<file path="config.mk">
export PLATFORM = sky130hd
export DESIGN_NAME = cpg_back
export DESIGN_NICKNAME = d
export VERILOG_FILES = /design/src/sv/cpg_pkg.sv /design/src/sv/cpg_back.sv
export SDC_FILE = /design/constraint.sdc
export NUM_CORES = 2
export LEC_CHECK = 0
export ABC_AREA = 1
export BUFFER_PORTS_ARGS = -buffer_cell sky130_fd_sc_hd__buf_4
export CELL_PAD_IN_SITES_DETAIL_PLACEMENT = 1
export CELL_PAD_IN_SITES_GLOBAL_PLACEMENT = 2
export CORE_MARGIN = 5
export CORE_UTILIZATION = 41
export CTS_BUF_LIST = sky130_fd_sc_hd__clkbuf_4 sky130_fd_sc_hd__clkbuf_8 sky130_fd_sc_hd__clkbuf_16
export DETAILED_ROUTE_END_ITERATION = 7
export PLACE_DENSITY = 0.81
export SETUP_SLACK_MARGIN = 0.2
export SLEW_MARGIN = 20
export SYNTH_ARGS = -nofsm -noshare
export SYNTH_HDL_FRONTEND = slang
export SYNTH_SLANG_ARGS = --single-unit
</file>
<file path="constraint.sdc">
create_clock -name i_clk -period 8.95 [get_ports i_clk]
set_input_delay 0.895 -clock i_clk [delete_from_list [all_inputs] [get_ports i_clk]]
set_output_delay 0.895 -clock i_clk [all_outputs]
set_load 0.03 [all_outputs]
</file>
<file path="src/sv/cpg_pkg.sv">
// ============================================================================
// cpg_pkg
// Shared types and constants of the covariance point gate: word formats of
// both channels, the words passed between the pipeline sections, and the
// fixed-point widths of the datapath.
// ============================================================================
package cpg_pkg;

    localparam int Lanes      = 3;
    localparam int CoordW     = 32;
    localparam int EntryW     = 21;
    localparam int ColW       = 63;
    localparam int DiffW      = 33;
    localparam int ProdW      = 42;
    localparam int AdjW       = 43;
    localparam int SplitW     = 16;
    localparam int PartW      = 60;
    localparam int DetW       = 64;
    localparam int NumW       = 78;
    localparam int RemW       = 64;
    localparam int QuoW       = 24;
    localparam int VW         = 25;
    localparam int SqW        = 49;
    localparam int SumW       = 51;
    localparam int FracShift  = 16;
    localparam int ClampShift = 8;
    localparam int DistW      = 32;
    localparam int ThrW       = 34;
    localparam int DivSteps   = QuoW;

    localparam int FrontStages = 4;
    localparam int DivStages   = DivSteps + 1;
    localparam int BackStages  = 3;

    localparam logic [VW-1:0]         VClamp  = VW'(1) << QuoW;
    localparam logic signed [ThrW-1:0] ExpectQ = ThrW'(196608);

    typedef struct packed {
        logic signed [CoordW-1:0] point_x;
        logic signed [CoordW-1:0] point_y;
        logic signed [CoordW-1:0] point_z;
        logic signed [CoordW-1:0] mean_x;
        logic signed [CoordW-1:0] mean_y;
        logic signed [CoordW-1:0] mean_z;
        logic [ColW-1:0]          cov_col_0;
        logic [ColW-1:0]          cov_col_1;
        logic [ColW-1:0]          cov_col_2;
    } t_in;

    typedef struct packed {
        logic             pass;
        logic             singular;
        logic [DistW-1:0] distance_sq;
    } t_out;

    typedef struct packed {
        logic signed [DetW-1:0]       det;
        logic [Lanes-1:0][NumW-1:0]   n;
    } t_front;

    typedef struct packed {
        logic                         sing;
        logic [Lanes-1:0]             clamp;
        logic [Lanes-1:0][QuoW-1:0]   q;
    } t_quo;

endpackage

</file>
<file path="src/sv/cpg_back.sv">
// ============================================================================
// cpg_back
// Squares the clamped components, sums and saturates the distance, and
// holds the result word in the output register with the gate decision.
// ============================================================================
module cpg_back (
    input  logic                       i_clk,
    input  logic                       i_rst_n,
    input  logic                       i_valid,
    output logic                       o_stall,
    input  cpg_pkg::t_quo              i_word,
    input  logic signed [cpg_pkg::CoordW-1:0] i_tolerance,
    output logic                       o_valid,
    input  logic                       i_stall,
    output cpg_pkg::t_out              o_word
);
    import cpg_pkg::*;

    logic [BackStages-1:0] r_v;
    logic [BackStages-1:0] w_load;

    assign w_load[BackStages-1] = !r_v[BackStages-1] || !i_stall;
    for (genvar k = 0; k < BackStages - 1; k++) begin : g_load
        assign w_load[k] = !r_v[k] || w_load[k+1];
    end

    assign o_stall = !w_load[0];
    assign o_valid = r_v[BackStages-1];

    always_ff @(posedge i_clk) begin
        if (!i_rst_n) begin
            r_v <= '0;
        end else begin
            if (w_load[0]) begin
                r_v[0] <= i_valid;
            end
            for (int k = 1; k < BackStages; k++) begin
                if (w_load[k]) begin
                    r_v[k] <= r_v[k-1];
                end
            end
        end
    end

    logic [VW-1:0]  w_v   [Lanes];
    logic [SqW-1:0] n_sq  [Lanes];
    logic [SqW-1:0] r_sq  [Lanes];
    logic           r_sing0;

    always_comb begin
        for (int l = 0; l < Lanes; l++) begin
            w_v[l]  = i_word.clamp[l] ? VClamp : VW'(i_word.q[l]);
            n_sq[l] = SqW'(w_v[l]) * SqW'(w_v[l]);
        end
    end

    always_ff @(posedge i_clk) begin
        if (w_load[0]) begin
            r_sq    <= n_sq;
            r_sing0 <= i_word.sing;
        end
    end

    logic [SumW-1:0]  w_sum;
    logic [SumW-FracShift-1:0] w_shr;
    logic [DistW-1:0] n_dist1;
    logic [DistW-1:0] r_dist1;
    logic             r_sing1;

    always_comb begin
        w_sum   = SumW'(r_sq[0]) + SumW'(r_sq[1]) + SumW'(r_sq[2]);
        w_shr   = w_sum[SumW-1:FracShift];
        n_dist1 = (|w_shr[SumW-FracShift-1:DistW]) ? '1 : w_shr[DistW-1:0];
    end

    always_ff @(posedge i_clk) begin
        if (w_load[1]) begin
            r_dist1 <= n_dist1;
            r_sing1 <= r_sing0;
        end
    end

    logic signed [ThrW-1:0] w_thr;
    logic [DistW-1:0]       w_dist;
    t_out                   n_out;
    t_out                   r_out;

    always_comb begin
        w_thr  = ExpectQ + ThrW'(i_tolerance);
        w_dist = r_sing1 ? '1 : r_dist1;
        n_out.singular    = r_sing1;
        n_out.distance_sq = w_dist;
        if (i_tolerance < 0) begin
            n_out.pass = 1'b1;
        end else if (r_sing1) begin
            n_out.pass = 1'b0;
        end else begin
            n_out.pass = $signed({2'b00, w_dist}) < w_thr;
        end
    end

    always_ff @(posedge i_clk) begin
        if (w_load[2]) begin
            r_out <= n_out;
        end
    end

    assign o_word = r_out;

endmodule

</file>
==> reports/qor.csv <==
metric,value,unit
Die H,415,µm
"flops & latches, synth",212,
arrival time of the worst setup path,8.56,ns
RR Endpoint,r_dist1[0]$_SDFFCE_PP1P_,
post-synthesis sequential area ratio,9.41,%
first-pass iteration count of the detailed router,5,
Die ar.,172000,µm²
Final nets,10500,
antenna-violating nets left,0,
Async SR Flop Fraction,0,%
CTS tree,yes,
GR Overflow Total,0,
reg2reg path depth,12,
clk_skew,0.0378,ns
routed len/inst,21.5,µm
largest net degree at the start of global routing,73,
vias per cell,4.97,
initial antenna violation count,1,
worst hold path class,flop to flop,
max cap viols,0,
cts hold-fix bufs,0,
Synth Instances,8043,
compound-gate portion of the synthesized area,4.33,%
crit end category,flop,
Worst slew margin,30.0,%
"most used cell, CP",inv_1,
drt drc,0,
min Tclk post-route,8.19,ns
detailed-route via count,52400,
outcome,"finished, final reports clean",
CTS root buffer,clkbuf_16,
# setup viols final,0,
Hold Fails Final Rpt,0,
crit path from,i_word[72],
area share of fa/ha/maj cells after synthesis,54.3,%
Ports,148,
FMAX,122,MHz
Slew Limit Fails,0,
Worst-Skew Late Latency,0.60,ns
routability-driven placement congestion ratio,0.922,
Clock Path Buffers,3,
"Req. time, crit path",9.32,ns
Worst Hold Depth,0,
Max stage delay on crit path,0.64,ns
number of DRC markers in iteration 0,3040,
Netlist cell types,49,
Core Region,163000,µm²
Register Area,6340,µm²
Total GRT Usage,26.5,%
instance count on the critical path,29,
Initial Utilization,41.3,%
r2r startpoint,r_sq[74]$_DFFE_PN_,
Post-DP HPWL,203000,µm
setup_tns,0,ns
number of fillers in the final layout,19700,
Post-Syn Area,67300,µm²
critical path's top delay family,adder cells,
crit path to,r_sq[137]$_DFFE_PN_,
crit path launch type,primary input,
Post-synth EDFFs,209,
WP buf/inv,12,
"Max FO, Critical Path",25,
Final period util,91.5,%
RSZ-0062 raised after global routing,no,
PortBufs,147,
area of the multi-input gates,51300,µm²
main flop type after synthesis,edfxtp_1,
first-pass GRT wire length,353000,µm
FP Rows,148,
sink count of the clock tree,212,
fraction of layout cells with a size suffix above 1,5.25,%
R2R Setup Slk,5.13,ns
mux share of post-synthesis cell area,0.0167,%
Ys Warns,0,
Setup Buffers After CTS,0,
CTS H-tree lvls,1,
routed wire length,226000,µm
Syn Area/Cell,8.37,µm²
vias in the first global route,59500,
Synth Area in Simple Gates,14.8,%
Num CTS Buffers,27,
post-cts resize count,0,
worst-margin pin slew,1.05,ns
Crit Path Class,primary input to flop,
largest family of logic cells by synthesized area,adder cells,
die width,415,µm
"CTS clk-pin slew, worst paths",0.06,ns
Area Growth Syn to Fin,8.41,%
slowest CP cell,clkinv_1,
post-synthesis xor/xnor area fraction,2.24,%
[worst reg2reg max path, stage by stage (launching register included)]
cell,delay (ns)
edfxtp_1,0.45
fa_1,0.48
ha_1,0.44
nand2_1,0.13
nand2_1,0.16
inv_1,0.09
nand2_1,0.10
a21oi_1,0.22
nor2_1,0.10
o21ai_1,0.15
nand4_1,0.15
nor2_4,0.82
nand3_1,0.20
[how the worst min path moves through the flow]
| stage | start | slack, ns | end |
|---|---|---|---|
| global placement | r_sing0$_DFFE_PN_ | 0.41 | r_sing1$_DFFE_PP_ |
| global route | r_sing0$_DFFE_PN_ | 0.45 | r_sing1$_DFFE_PP_ |
| CTS | r_sing0$_DFFE_PN_ | 0.44 | r_sing1$_DFFE_PP_ |
| floorplan | r_sing0$_DFFE_PN_ | 0.40 | r_sing1$_DFFE_PP_ |
| detailed placement | r_sing0$_DFFE_PN_ | 0.42 | r_sing1$_DFFE_PP_ |
| finish | r_sing0$_DFFE_PN_ | 0.43 | r_sing1$_DFFE_PP_ |
[cell usage after synthesis, types with 2 or more instances]
library cell	n	area share [%]
edfxtp_1	209	9.3
o21ai_0	147	1.1
buf_2	4	0.030
inv_1	2536	14
a21o_1	19	0.21
clkinv_1	25	0.14
and2_1	3	0.028
a21oi_2	3	0.039
ha_1	606	11
nand4_1	41	0.38
nor2_2	9	0.084
nor3_1	51	0.38
nand3b_1	6	0.067
or2_2	32	0.30
buf_1	7	0.039
nand3_2	30	0.45
nand2_4	3	0.050
nand4_2	2	0.037
buf_6	3	0.050
a21oi_1	262	1.9
nor2_4	10	0.17
nand2_1	1048	5.8
buf_12	3	0.089
inv_2	11	0.061
o21ai_1	5	0.037
xor2_1	119	1.5
o21a_1	12	0.13
nor2_1	995	5.5
dfxtp_1	3	0.089
nor4_1	7	0.065
xnor2_1	53	0.69
and2_4	2	0.026
o31ai_1	2	0.022
a21boi_0	9	0.10
conb_1	2	0.011
and3_1	3	0.028
clkbuf_1	77	0.43
a31oi_1	16	0.15
nand3_1	142	1.1
nand2_2	23	0.21
o21bai_1	50	0.56
fa_1	1446	43
[layer usage]
layer / share of wire, % / global-route usage [%] / vias to the layer above
met3: 4.7 / 2.76 / 203
met2: 47 / 44.0 / 1149
met5: 0 / 0 / -
met1: 47 / 38.3 / 27300
li1: - / - / 23800
met4: 1.8 / 3.91 / 0
[logic make-up (layout without fill, tap and decap cells)]
group / Yosys count / count (layout)
buffers and inverters: 2666 / 2886
AND/OR/NAND/NOR: 2410 / 2410
adder cells (fa/ha/maj): 2052 / 2052
AO/OA/AOI/OAI: 528 / 528
flip-flops: 212 / 212
XOR/XNOR: 172 / 172
other: 2 / 113
multiplexers: 1 / 1
[cell usage in the layout (no fill, tap or decap), types with 5 or more instances in the layout]
cell type | netlist | routed
a21boi_0 | 9 | 9
a21o_1 | 19 | 19
a21oi_1 | 262 | 262
a31oi_1 | 16 | 16
buf_4 | 0 | 264
clkbuf_16 | 0 | 27
clkbuf_4 | 0 | 5
clkinv_1 | 25 | 27
conb_1 | 2 | 112
edfxtp_1 | 209 | 209
fa_1 | 1446 | 1446
ha_1 | 606 | 606
inv_1 | 2536 | 2535
inv_2 | 11 | 11
nand2_1 | 1048 | 1048
nand2_2 | 23 | 23
nand3_1 | 142 | 142
nand3_2 | 30 | 30
nand3b_1 | 6 | 6
nand4_1 | 41 | 41
nor2_1 | 995 | 995
nor2_2 | 9 | 9
nor2_4 | 10 | 10
nor3_1 | 51 | 51
nor4_1 | 7 | 7
o21a_1 | 12 | 12
o21ai_0 | 147 | 147
o21ai_1 | 5 | 5
o21bai_1 | 50 | 50
or2_2 | 32 | 32
xnor2_1 | 53 | 53
xor2_1 | 119 | 119
[state kept, by name (all words and copies together), names as in the netlist]
signal   cells
r_sing1      1
r_v          3
r_sq       141
r_sing0      1
o_word      34
r_dist1     32
[per-stage QoR]
step	area [µm²]	utilization, %	setup WS (ns)	hold WS [ns]	cells
6_report	73000	44.8	0.762	0.433	10500
4_1_cts	73000	44.8	0.782	0.439	10500
3_3_place_gp	72000	44.2	0.443	0.409	10500
5_1_grt	73000	44.8	0.345	0.447	10500
3_5_place_dp	72000	44.2	0.163	0.420	10500
2_1_floorplan	67700	-	1.77	0.400	8153
[cell type report]
cell class,count,area share (%)
repair buffers,264,2.72
diodes,1,0.00343
well taps,2175,3.73
inverters,2572,13.2
clock inverters,14,0.274
clock buffers,36,1.05
flip-flops and latches,212,8.68
multi-input cells,5275,70.3
Power is left out: the tool's default activity adds up to more than one toggle a clock period on the data nets, which glitch-free logic cannot reach.
